<file path="src/sv/att_pkg.sv">
package att_pkg;

  localparam logic [4:0] K_EOF   = 5'd0;
  localparam logic [4:0] K_UNDEF = 5'd1;
  localparam logic [4:0] K_NAME  = 5'd2;
  localparam logic [4:0] K_INT   = 5'd3;
  localparam logic [4:0] K_PUNCT0 = 5'd4;
  localparam logic [4:0] K_KEY0  = 5'd14;
  localparam logic [4:0] K_LONG  = 5'd26;

  localparam logic [62:0] NUM_MAX = {63{1'b1}};
  // Wide enough for a name length or index up to 63, which covers the default buffer size of 32.
  localparam int LEN_W = 6;
  localparam int NUM_KEYS = 12;
  localparam int NUM_PUNCT = 10;

  localparam logic [7:0] CH_NL     = 8'h0A;
  localparam logic [7:0] CH_SPACE  = 8'h20;
  localparam logic [7:0] CH_SEMI   = 8'h3B;
  localparam logic [7:0] CH_DOT    = 8'h2E;
  localparam logic [7:0] CH_UNDER  = 8'h5F;
  localparam logic [7:0] CH_BANG   = 8'h21;
  localparam logic [7:0] CH_AT     = 8'h40;
  localparam logic [7:0] CH_HASH   = 8'h23;
  localparam logic [7:0] CH_DOLLAR = 8'h24;

  localparam logic [7:0] PUNCT [NUM_PUNCT] = '{8'h28, 8'h29, 8'h3D, 8'h3A, 8'h2C,
                                               8'h2B, 8'h2D, 8'h2A, 8'h2F, 8'h25};

  localparam logic [55:0] KEY_STR [NUM_KEYS] = '{"proc", "endproc", "cmp", "jmp", "je",
                                                 "jne", "jl", "jle", "jg", "jge",
                                                 "call", "ret"};
  localparam int KEY_LEN [NUM_KEYS] = '{4, 7, 3, 3, 2, 3, 2, 3, 2, 3, 4, 3};

  typedef enum logic [2:0] {
    MODE_IDLE, MODE_COMMENT, MODE_NUMBER, MODE_NAME, MODE_HALT
  } mode_t;

  typedef enum logic [1:0] {
    OP_TOKEN, OP_WRITE, OP_RUN
  } op_t;

  // One queued command from the scanner to the emitter.
  typedef struct packed {
    op_t              op;
    logic [4:0]       kind;
    logic [62:0]      num;
    logic [31:0]      line;
    logic [31:0]      col;
    logic [7:0]       wbyte;
    logic [LEN_W-1:0] idx;       // write index, or run length
    logic             item_last;
  } cmd_t;

  function automatic logic [7:0] key_char(input logic [3:0] i, input logic [2:0] p);
    logic [55:0] s;
    int sh;
    s = KEY_STR[i];
    if (int'(p) >= KEY_LEN[i]) return 8'h00;
    sh = 8 * (KEY_LEN[i] - 1 - int'(p));
    return s[sh +: 8];
  endfunction

  function automatic logic is_digit(input logic [7:0] c);
    return c >= 8'h30 && c <= 8'h39;
  endfunction

  function automatic logic is_blank(input logic [7:0] c);
    return c == CH_SPACE || (c >= 8'h09 && c <= 8'h0D);
  endfunction

  function automatic logic is_first(input logic [7:0] c);
    return (c >= 8'h61 && c <= 8'h7A) || (c >= 8'h41 && c <= 8'h5A) || c == CH_DOT ||
           c == CH_UNDER || c == CH_BANG || c == CH_AT || c == CH_HASH || c == CH_DOLLAR;
  endfunction

  function automatic cmd_t mk_cmd(input op_t op, input logic [4:0] kind,
                                  input logic [62:0] num, input logic [31:0] line,
                                  input logic [31:0] col, input logic [7:0] b,
                                  input logic [LEN_W-1:0] idx);
    cmd_t c;
    c.op = op;
    c.kind = kind;
    c.num = num;
    c.line = line;
    c.col = col;
    c.wbyte = b;
    c.idx = idx;
    c.item_last = 1'b0;
    return c;
  endfunction

endpackage

</file>
<file path="src/sv/att_front.sv">
module att_front #(
  parameter int NAME_MAX = 32
) (
  input  logic           clk,
  input  logic           rst_n,
  input  logic           in_valid,
  output logic           in_ready,
  input  logic [7:0]     in_byte,
  input  logic           in_end,
  output logic           q_valid,
  input  logic           q_ready,
  output att_pkg::cmd_t  q_cmd
);
  import att_pkg::*;

  localparam int LW = $clog2(NAME_MAX + 1);

  mode_t           mode_r, mode_nxt;
  logic [62:0]     acc_r, acc_nxt;
  logic [LW-1:0]   len_r, len_nxt;
  logic [NUM_KEYS-1:0] kwm_r, kwm_nxt;
  logic [31:0]     line_r, line_nxt, col_r, col_nxt;
  logic [31:0]     sline_r, sline_nxt, scol_r, scol_nxt;
  logic            pend_valid_r, pend_valid_nxt;
  cmd_t            pend_r, pend_nxt;

  logic            fire;
  logic [66:0]     prod;
  logic [31:0]     adv_line, adv_col;
  logic            kw_hit;
  logic [3:0]      kw_idx;
  cmd_t            fc;

  assign in_ready = !pend_valid_r && q_ready;
  assign fire = in_valid && in_ready;
  assign adv_line = (in_byte == CH_NL) ? line_r + 32'd1 : line_r;
  assign adv_col  = (in_byte == CH_NL) ? 32'd1 : col_r + 32'd1;
  assign prod = 67'({acc_r, 3'b000}) + 67'({acc_r, 1'b0}) + 67'(in_byte - 8'h30);

  always_comb begin
    kw_hit = 1'b0;
    kw_idx = '0;
    for (int i = 0; i < NUM_KEYS; i++) begin
      if (kwm_r[i] && len_r == LW'(KEY_LEN[i])) begin
        kw_hit = 1'b1;
        kw_idx = 4'(i);
      end
    end
    if (mode_r == MODE_NUMBER)
      fc = mk_cmd(OP_TOKEN, K_INT, acc_r, sline_r, scol_r, 8'h00, '0);
    else if (kw_hit)
      fc = mk_cmd(OP_TOKEN, K_KEY0 + 5'(kw_idx), '0, sline_r, scol_r, 8'h00, '0);
    else
      fc = mk_cmd(OP_RUN, K_NAME, '0, sline_r, scol_r, 8'h00, LEN_W'(len_r));
  end

  always_comb begin
    logic f_v, s_v, do_idle, s_out, found;
    cmd_t f, s;
    logic [4:0] pk;
    mode_nxt = mode_r;
    acc_nxt = acc_r;
    len_nxt = len_r;
    kwm_nxt = kwm_r;
    line_nxt = line_r;
    col_nxt = col_r;
    sline_nxt = sline_r;
    scol_nxt = scol_r;
    f_v = 1'b0;
    s_v = 1'b0;
    do_idle = 1'b0;
    found = 1'b0;
    pk = '0;
    f = fc;
    s = fc;
    if (fire) begin
      if (in_end) begin
        f_v = (mode_r == MODE_NUMBER) || (mode_r == MODE_NAME);
        s_v = 1'b1;
        s = mk_cmd(OP_TOKEN, K_EOF, '0, line_r, col_r, 8'h00, '0);
        mode_nxt = MODE_IDLE;
        acc_nxt = '0;
        len_nxt = '0;
        line_nxt = 32'd1;
        col_nxt = 32'd1;
        sline_nxt = 32'd1;
        scol_nxt = 32'd1;
      end else begin
        unique case (mode_r)
          MODE_HALT: ;
          MODE_COMMENT: begin
            line_nxt = adv_line;
            col_nxt = adv_col;
            if (in_byte == CH_NL) mode_nxt = MODE_IDLE;
          end
          MODE_NUMBER: begin
            if (is_digit(in_byte)) begin
              acc_nxt = (|prod[66:63]) ? NUM_MAX : prod[62:0];
              line_nxt = adv_line;
              col_nxt = adv_col;
            end else begin
              f_v = 1'b1;
              mode_nxt = MODE_IDLE;
              do_idle = 1'b1;
            end
          end
          MODE_NAME: begin
            if (is_first(in_byte) || is_digit(in_byte)) begin
              if (len_r >= LW'(NAME_MAX)) begin
                s_v = 1'b1;
                s = mk_cmd(OP_TOKEN, K_LONG, '0, sline_r, scol_r, 8'h00, '0);
                mode_nxt = MODE_HALT;
                len_nxt = '0;
              end else begin
                s_v = 1'b1;
                s = mk_cmd(OP_WRITE, K_NAME, '0, '0, '0, in_byte, LEN_W'(len_r));
                len_nxt = len_r + LW'(1);
                for (int i = 0; i < NUM_KEYS; i++)
                  kwm_nxt[i] = kwm_r[i] && (len_r < LW'(KEY_LEN[i])) &&
                               in_byte == key_char(4'(i), len_r[2:0]);
                line_nxt = adv_line;
                col_nxt = adv_col;
              end
            end else begin
              f_v = 1'b1;
              mode_nxt = MODE_IDLE;
              do_idle = 1'b1;
            end
          end
          MODE_IDLE: do_idle = 1'b1;
        endcase
        if (do_idle) begin
          if (is_blank(in_byte)) begin
            line_nxt = adv_line;
            col_nxt = adv_col;
          end else if (in_byte == CH_SEMI) begin
            line_nxt = adv_line;
            col_nxt = adv_col;
            mode_nxt = MODE_COMMENT;
          end else if (is_digit(in_byte)) begin
            sline_nxt = line_r;
            scol_nxt = col_r;
            acc_nxt = 63'(in_byte - 8'h30);
            mode_nxt = MODE_NUMBER;
            line_nxt = adv_line;
            col_nxt = adv_col;
          end else if (is_first(in_byte)) begin
            sline_nxt = line_r;
            scol_nxt = col_r;
            s_v = 1'b1;
            s = mk_cmd(OP_WRITE, K_NAME, '0, '0, '0, in_byte, '0);
            len_nxt = LW'(1);
            for (int i = 0; i < NUM_KEYS; i++)
              kwm_nxt[i] = in_byte == key_char(4'(i), 3'd0);
            mode_nxt = MODE_NAME;
            line_nxt = adv_line;
            col_nxt = adv_col;
          end else begin
            for (int i = 0; i < NUM_PUNCT; i++) begin
              if (PUNCT[i] == in_byte) begin
                found = 1'b1;
                pk = 5'(i);
              end
            end
            s_v = 1'b1;
            if (found) begin
              s = mk_cmd(OP_TOKEN, K_PUNCT0 + pk, '0, line_r, col_r, 8'h00, '0);
              line_nxt = adv_line;
              col_nxt = adv_col;
            end else begin
              s = mk_cmd(OP_TOKEN, K_UNDEF, '0, line_r, col_r, 8'h00, '0);
              mode_nxt = MODE_HALT;
            end
          end
        end
      end
    end
    // The last command that produces output carries the end-of-item mark.
    s_out = s_v && s.op == OP_TOKEN;
    s.item_last = s_out;
    f.item_last = !s_out;

    pend_nxt = pend_r;
    pend_valid_nxt = pend_valid_r;
    if (pend_valid_r) begin
      q_valid = 1'b1;
      q_cmd = pend_r;
      if (q_ready) pend_valid_nxt = 1'b0;
    end else begin
      q_valid = fire && (f_v || s_v);
      q_cmd = f_v ? f : s;
      if (f_v && s_v) begin
        pend_valid_nxt = 1'b1;
        pend_nxt = s;
      end
    end
  end

  always_ff @(posedge clk) begin
    if (!rst_n) begin
      mode_r <= MODE_IDLE;
      acc_r <= '0;
      len_r <= '0;
      kwm_r <= '0;
      line_r <= 32'd1;
      col_r <= 32'd1;
      sline_r <= 32'd1;
      scol_r <= 32'd1;
      pend_valid_r <= 1'b0;
    end else begin
      mode_r <= mode_nxt;
      acc_r <= acc_nxt;
      len_r <= len_nxt;
      kwm_r <= kwm_nxt;
      line_r <= line_nxt;
      col_r <= col_nxt;
      sline_r <= sline_nxt;
      scol_r <= scol_nxt;
      pend_valid_r <= pend_valid_nxt;
    end
  end

  always_ff @(posedge clk) begin
    pend_r <= pend_nxt;
  end

endmodule

</file>
<file path="src/sv/att_queue.sv">
module att_queue (
  input  logic          clk,
  input  logic          rst_n,
  input  logic          push_valid,
  output logic          push_ready,
  input  att_pkg::cmd_t push_cmd,
  output logic          pop_valid,
  input  logic          pop_ready,
  output att_pkg::cmd_t pop_cmd
);
  import att_pkg::*;

  cmd_t       mem_r [4];
  logic [1:0] wp_r, wp_nxt, rp_r, rp_nxt;
  logic [2:0] cnt_r, cnt_nxt;
  logic       do_push, do_pop;

  assign push_ready = cnt_r != 3'd4;
  assign pop_valid = cnt_r != 3'd0;
  assign pop_cmd = mem_r[rp_r];
  assign do_push = push_valid && push_ready;
  assign do_pop = pop_valid && pop_ready;

  always_comb begin
    wp_nxt = do_push ? wp_r + 2'd1 : wp_r;
    rp_nxt = do_pop ? rp_r + 2'd1 : rp_r;
    cnt_nxt = cnt_r + 3'(do_push) - 3'(do_pop);
  end

  always_ff @(posedge clk) begin
    if (!rst_n) begin
      wp_r <= '0;
      rp_r <= '0;
      cnt_r <= '0;
    end else begin
      wp_r <= wp_nxt;
      rp_r <= rp_nxt;
      cnt_r <= cnt_nxt;
    end
  end

  always_ff @(posedge clk) begin
    if (do_push) mem_r[wp_r] <= push_cmd;
  end

endmodule

</file>
<file path="src/sv/att_back.sv">
module att_back #(
  parameter int NAME_MAX = 32
) (
  input  logic          clk,
  input  logic          rst_n,
  input  logic          q_valid,
  output logic          q_ready,
  input  att_pkg::cmd_t q_cmd,
  output logic          out_valid,
  input  logic          out_ready,
  output logic [4:0]    out_kind,
  output logic [62:0]   out_num,
  output logic [31:0]   out_line,
  output logic [31:0]   out_col,
  output logic [7:0]    out_text,
  output logic          out_tok_last,
  output logic          out_item_last
);
  import att_pkg::*;

  localparam int LW = $clog2(NAME_MAX + 1);
  localparam int IW = $clog2(NAME_MAX);

  logic [7:0]    mem [NAME_MAX];
  logic [7:0]    rd_data_r;
  logic          have_r, have_nxt;
  logic [LW-1:0] cnt_r, cnt_nxt;
  logic          ov_r, ov_nxt;
  logic [4:0]    kind_r, kind_nxt;
  logic [62:0]   num_r, num_nxt;
  logic [31:0]   line_r, line_nxt, col_r, col_nxt;
  logic [7:0]    text_r, text_nxt;
  logic          tl_r, tl_nxt, il_r, il_nxt;
  logic          can_load, wr_en, run_last;

  assign can_load = !ov_r || out_ready;
  assign run_last = (cnt_r + LW'(1)) == q_cmd.idx[LW-1:0];

  always_comb begin
    q_ready = 1'b0;
    wr_en = 1'b0;
    have_nxt = have_r;
    cnt_nxt = cnt_r;
    ov_nxt = ov_r && !out_ready;
    kind_nxt = kind_r;
    num_nxt = num_r;
    line_nxt = line_r;
    col_nxt = col_r;
    text_nxt = text_r;
    tl_nxt = tl_r;
    il_nxt = il_r;
    if (q_valid) begin
      unique case (q_cmd.op)
        OP_WRITE: begin
          wr_en = 1'b1;
          q_ready = 1'b1;
        end
        OP_RUN: begin
          // A byte takes two steps: a registered read of the buffer, then a load of the output.
          if (!have_r) begin
            have_nxt = 1'b1;
          end else if (can_load) begin
            have_nxt = 1'b0;
            ov_nxt = 1'b1;
            kind_nxt = K_NAME;
            num_nxt = '0;
            line_nxt = q_cmd.line;
            col_nxt = q_cmd.col;
            text_nxt = rd_data_r;
            tl_nxt = run_last;
            il_nxt = run_last && q_cmd.item_last;
            cnt_nxt = run_last ? '0 : cnt_r + LW'(1);
            q_ready = run_last;
          end
        end
        default: begin
          if (can_load) begin
            ov_nxt = 1'b1;
            kind_nxt = q_cmd.kind;
            num_nxt = q_cmd.num;
            line_nxt = q_cmd.line;
            col_nxt = q_cmd.col;
            text_nxt = 8'h00;
            tl_nxt = 1'b1;
            il_nxt = q_cmd.item_last;
            q_ready = 1'b1;
          end
        end
      endcase
    end
  end

  always_ff @(posedge clk) begin
    if (wr_en) mem[q_cmd.idx[IW-1:0]] <= q_cmd.wbyte;
    rd_data_r <= mem[cnt_r[IW-1:0]];
  end

  always_ff @(posedge clk) begin
    if (!rst_n) begin
      have_r <= 1'b0;
      cnt_r <= '0;
      ov_r <= 1'b0;
    end else begin
      have_r <= have_nxt;
      cnt_r <= cnt_nxt;
      ov_r <= ov_nxt;
    end
  end

  always_ff @(posedge clk) begin
    kind_r <= kind_nxt;
    num_r <= num_nxt;
    line_r <= line_nxt;
    col_r <= col_nxt;
    text_r <= text_nxt;
    tl_r <= tl_nxt;
    il_r <= il_nxt;
  end

  assign out_valid = ov_r;
  assign out_kind = kind_r;
  assign out_num = num_r;
  assign out_line = line_r;
  assign out_col = col_r;
  assign out_text = text_r;
  assign out_tok_last = tl_r;
  assign out_item_last = il_r;

endmodule

</file>
<file path="src/sv/assembly_text_tokenizer_core.sv">
// Channel | dir | tdata (low bit up)                               | tuser        | tlast
// in_     | in  | source byte [7:0]                                | end of input | -
// out_    | out | kind, number value, line, column, text byte, pad | item last    | token last
//
// A scanner takes one byte per cycle while the queue has room; an item that yields two
// commands (a flushed token and a command for the byte itself, or EOF) holds the input
// until the second is queued. A four-entry command queue sits between scanner and emitter.
// Tokens leave one per cycle unless the output stalls; a name byte is first registered from the buffer read port.
// Reset is synchronous and clears all control state; no clearing pass is needed.
// Either side may stall at any time without loss.
module assembly_text_tokenizer_core #(
  parameter int NAME_MAX = 32
) (
  input  logic         clk,
  input  logic         rst_n,
  input  logic         in_tvalid,
  output logic         in_tready,
  input  logic [7:0]   in_tdata,   // in_byte
  input  logic         in_tuser,   // end_of_input
  output logic         out_tvalid,
  input  logic         out_tready,
  output logic [143:0] out_tdata,  // kind, number_value, token_line, token_column, text_byte
  output logic         out_tuser,  // item_last
  output logic         out_tlast
);
  import att_pkg::*;

  logic        fq_valid, fq_ready, qb_valid, qb_ready;
  cmd_t        fq_cmd, qb_cmd;
  logic [4:0]  kind;
  logic [62:0] num;
  logic [31:0] line, col;
  logic [7:0]  text;

  att_front #(.NAME_MAX(NAME_MAX)) u_front (
    .clk(clk), .rst_n(rst_n),
    .in_valid(in_tvalid), .in_ready(in_tready), .in_byte(in_tdata), .in_end(in_tuser),
    .q_valid(fq_valid), .q_ready(fq_ready), .q_cmd(fq_cmd)
  );

  att_queue u_queue (
    .clk(clk), .rst_n(rst_n),
    .push_valid(fq_valid), .push_ready(fq_ready), .push_cmd(fq_cmd),
    .pop_valid(qb_valid), .pop_ready(qb_ready), .pop_cmd(qb_cmd)
  );

  att_back #(.NAME_MAX(NAME_MAX)) u_back (
    .clk(clk), .rst_n(rst_n),
    .q_valid(qb_valid), .q_ready(qb_ready), .q_cmd(qb_cmd),
    .out_valid(out_tvalid), .out_ready(out_tready),
    .out_kind(kind), .out_num(num), .out_line(line), .out_col(col), .out_text(text),
    .out_tok_last(out_tlast), .out_item_last(out_tuser)
  );

  assign out_tdata = {4'b0000, text, col, line, num, kind};

endmodule

</file>
<file path="config.mk">
export PLATFORM = sky130hd
export DESIGN_NAME = assembly_text_tokenizer_core
export DESIGN_NICKNAME = d
export VERILOG_FILES = /design/src/sv/att_pkg.sv /design/src/sv/att_front.sv /design/src/sv/att_queue.sv /design/src/sv/att_back.sv /design/src/sv/assembly_text_tokenizer_core.sv
export SDC_FILE = /design/constraint.sdc
export NUM_CORES = 2
export LEC_CHECK = 0
export CAP_MARGIN = 10
export CORE_MARGIN = 2
export CORE_UTILIZATION = 25
export CTS_BUF_LIST = sky130_fd_sc_hd__clkbuf_4 sky130_fd_sc_hd__clkbuf_8
export CTS_CLUSTER_DIAMETER = 30
export DETAILED_ROUTE_END_ITERATION = 8
export DONT_BUFFER_PORTS = 1
export MAX_ROUTING_LAYER = met4
export PLACE_DENSITY = 0.4
export SETUP_SLACK_MARGIN = 0.1
export SLEW_MARGIN = 5
export SYNTH_ARGS = -nofsm -noshare
export SYNTH_HDL_FRONTEND = slang
export SYNTH_HIERARCHICAL = 1
export SYNTH_SLANG_ARGS = --single-unit
</file>
<file path="constraint.sdc">
create_clock -name clk -period 31.9 [get_ports clk]
set_input_delay 1.595 -clock clk [delete_from_list [all_inputs] [get_ports clk]]
set_output_delay 1.595 -clock clk [all_outputs]
set_load 0.01 [all_outputs]
</file>
==> metrics.md <==
| Metric | Value |
|---|---|
| CP Class | `in2reg` |
| CTS tree | `built` |
| Reg clk slew, reported paths | `40 ps` |
| Internal | `4070 uW` |
| # rows | `183` |
| Die height | `505 um` |
| Cells along the critical path | `ha_1 > nor3_2 > buf_4 > fa_1 > ha_1 > a21oi_1 > o21ai_0 > a221oi_1 > a211o_1 > nor2_1 > or4_1 > a22oi_1 > nand4_2 > buf_4 > a2bb2oi_1 > a211o_1` |
| First DRT Iteration DRCs | `2646` |
| Yosys top cell area share | `54.7%` |
| Worst VDD drop | `0.0000439 V` |
| Die area | `255000 sq um` |
| First-pass GRT wire length | `267000 um` |
| Fillers | `25200` |
| Pin slew with the least headroom to its limit | `1180 ps` |
| Setup violations, final | `0` |
| Pre-antenna DRT Iters | `5` |
| Seq. cell area | `39100 sq um` |
| Post-synthesis mux area share | `8.43%` |
| Power Density | `75.4 nW/um^2` |
| Syn Area/Cell | `14.1 sq um` |
| Worst-case clock buffer depth | `4` |
| Via count | `39200` |
| Most instantiated library cell after synthesis | `edfxtp_1` |
| Data arrival, critical path | `7660 ps` |
| Nets | `4754` |
| Switch Pwr | `1510 uW` |
| Post-Synth Simple-Gate Area | `9.59%` |
| CP max stage delay | `770 ps` |
| Post-route ant nets | `0` |
| Top post-synthesis cells by area | `edfxtp_1 (55%), mux4_2 (8.2%), dfxtp_1 (7.6%)` |
| Combinational family with the most area after synthesis | `compound AO/OA/AOI/OAI gates` |
| Root Driver | `clkbuf_8` |
| Congestion Overflow GR | `0` |
| Layout cell share with drive strength beyond 1 | `20.3%` |
| Hold depth | `2` |
| Max-Cap Viols | `0` |
| TNS Setup | `0 ps` |
| Avg WL per Cell | `21.7 um` |
| Reg2reg setup slack | `26330 ps` |
| Mapped cell area | `62700 sq um` |
| Unrepaired setup endpoints after global routing | `false` |
| Adder-cell share of the synthesized area | `3.99%` |
| Hold Path Class | `reg2reg` |
| Dominant synthesized flop cell | `edfxtp_1` |
| Worst Path Buf+Inv | `2` |
| Reg2reg start | `u_queue/cnt_r[1]` |
| Clock network fraction of total power | `43.7%` |
| CP max FO | `58` |
| Hold Vio Cnt, Final | `0` |
| Area grow syn2layout | `18.1%` |
| Tcrit/Tclk final | `21.3%` |
| RR Endpoint | `u_queue/mem_r[2][137]` |
| # clock sinks | `1381` |
| Final Critical Period | `6800 ps` |
| Leak pwr | `0.0244 uW` |
| Initial Util | `25.2%` |
| Final Slew Violations | `0` |
| PortBufs | `0` |
| Status | `finished, final reports clean` |
| Crit path max-delay family | `compound AO/OA/AOI/OAI gates` |
| Worst Clk Skew | `129 ps` |
| Worst endpoint required time | `32760 ps` |
| Endpoint type of the worst setup path | `flip-flop` |
| Complex-gate fraction of the synthesized area | `11.6%` |
| RePlAce Congestion | `0.861` |
| Comb pwr share | `12.4%` |
| Post-Synth XOR/XNOR Area | `1.27%` |
| Multi-input combinational cell area | `22000 sq um` |
| Switching Share | `27.0%` |
| WP depth | `16` |
| Hold buffer count at cts | `0` |
| Area of the core | `249000 sq um` |
| Post-route cell area | `74000 sq um` |
| Htree depth | `5` |
| Gr usage total | `14.0%` |
| Post-synthesis cell count | `4460` |
| Worst slew margin | `20.5%` |
| Post-synth EDFFs | `1143` |
| Sequential Power Share | `43.9%` |
| Initial antenna violation count | `7` |
| Post-DP Area | `66100 sq um` |
| Die width | `505 um` |
| Synth Register Bits | `1381` |
| Vias in the first global route | `40500` |
| Pin count of the biggest net entering global routing | `75` |
| Synth cell types | `106` |
| Cell depth of the worst flop-to-flop path | `12` |
| YS warnings | `6` |
| CTS buffer count | `366` |
| HPWL Detailed | `111000 um` |
| Sequential-to-total area share from yosys stat | `62.3%` |
| Setup crit start | `in_tdata[4]` |
| Num ports | `161` |
| Post-DR vias/cell | `4.79` |
| Post-CTS setup buffer count | `0` |
| # DRC | `0` |
| CP Capture Point | `u_front/acc_r[57]` |
| Synth cell count leaders | `edfxtp_1 (1143), nor2_1 (295), nand2_1 (249), dfxtp_1 (238), a21oi_1 (230)` |
| F_max | `147 MHz` |
| Startpoint types | `input port` |
| Clock Latency Late Sink | `1050 ps` |
| Post-synth ARST share | `0%` |
| Slowest-stage cell, CP | `buf_4` |
| Routed wire length | `177000 um` |
| Post-cts repair resize count | `0` |
| Cell taking the most area after synthesis | `edfxtp_1` |
power groups by stage:
| stage | sequential (uW) | combinational [uW] | clock (uW) |
|---|---|---|---|
| 2_1_floorplan | 2470 | 465 | 0 |
| 3_3_place_gp | 2500 | 713 | 0 |
| 3_5_place_dp | 2500 | 715 | 0 |
| 4_1_cts | 2470 | 718 | 2520 |
| 5_1_grt | 2480 | 761 | 2610 |
| 6_report | 2450 | 691 | 2440 |
worst min path at each step:
stage / from / endpoint
4_1_cts: u_front/kwm_r[2] / u_front/kwm_r[2]
3_5_place_dp: u_front/kwm_r[2] / u_front/kwm_r[2]
6_report: u_front/kwm_r[2] / u_front/kwm_r[2]
5_1_grt: u_front/kwm_r[2] / u_front/kwm_r[2]
2_1_floorplan: u_front/kwm_r[2] / u_front/kwm_r[2]
3_3_place_gp: u_front/kwm_r[2] / u_front/kwm_r[2]
worst reg2reg max path, cell delays in order (launching register included):
cell      delay (ps)
dfxtp_1          450
nor2_1           100
nand2_1          100
nor2b_1          590
and2_2           250
buf_4            470
o211a_1          400
nor2_1           160
nand2_1          140
a21boi_1         540
and2_4           550
buf_4            690
buf_4            660
stage by stage:
stage | setup WS (ps) | total power, uW | util (%) | cells | hold slack (ps)
CTS | 25050 | 5700 | 29.7 | 8185 | 467
global placement | 24110 | 3210 | 26.5 | 7541 | 452
global route | 24630 | 5850 | 29.7 | 8188 | 491
finish | 25100 | 5580 | 29.7 | 8188 | 470
detailed placement | 24000 | 3210 | 26.5 | 7541 | 459
floorplan | 19780 | 2940 | - | 4463 | 437
registers in the layout, summed over array words and instances, names as in the netlist, 12 cells and up, named ones only:
| name | count |
|---|---|
| u_front/pend_r | 149 |
| u_back/out_line | 32 |
| u_front/col_r | 32 |
| u_front/kwm_r | 12 |
| u_back/mem | 256 |
| u_queue/mem_r | 596 |
| u_front/acc_r | 63 |
| u_back/out_num | 63 |
| u_front/scol_r | 32 |
| u_back/out_col | 32 |
| u_front/sline_r | 32 |
| u_front/line_r | 32 |
cells in the final DEF (no fill, tap or decap), types with 69 or more instances in the layout:
master / n
a21oi_1: 230
a221o_1: 69
a22o_1: 150
a22oi_1: 74
and2_1: 155
buf_4: 70
clkbuf_8: 397
dfxtp_1: 233
edfxtp_1: 1143
ha_1: 98
mux4_2: 229
nand2_1: 248
nand3_1: 75
nor2_1: 290
nor2b_1: 87
nor3_1: 79
o21ai_0: 151
final cells by class:
type	instances	share of cell area, %
clock inverter	191	2.82
tap	3330	5.63
antenna	3	0.0101
sequential	1381	52.8
inverter	69	0.353
multi-input combinational	2691	29.7
clock buffer	453	7.95
timing repair buffer	70	0.710
cell families after synthesis:
family          after synthesis
flops                      1381
simple gates               1174
compound gates             1017
buf+inv                     391
mux                         242
fa+ha+maj                   162
xor+xnor                     91
other cells                   2
layer usage:
metal	part of all wire [%]	track usage, %
met2	48	22.2
met4	1.9	3.75
met3	4.6	2.76
met5	0	-
met1	46	18.2
No activity file was read; power rests on OpenSTA's default activity.
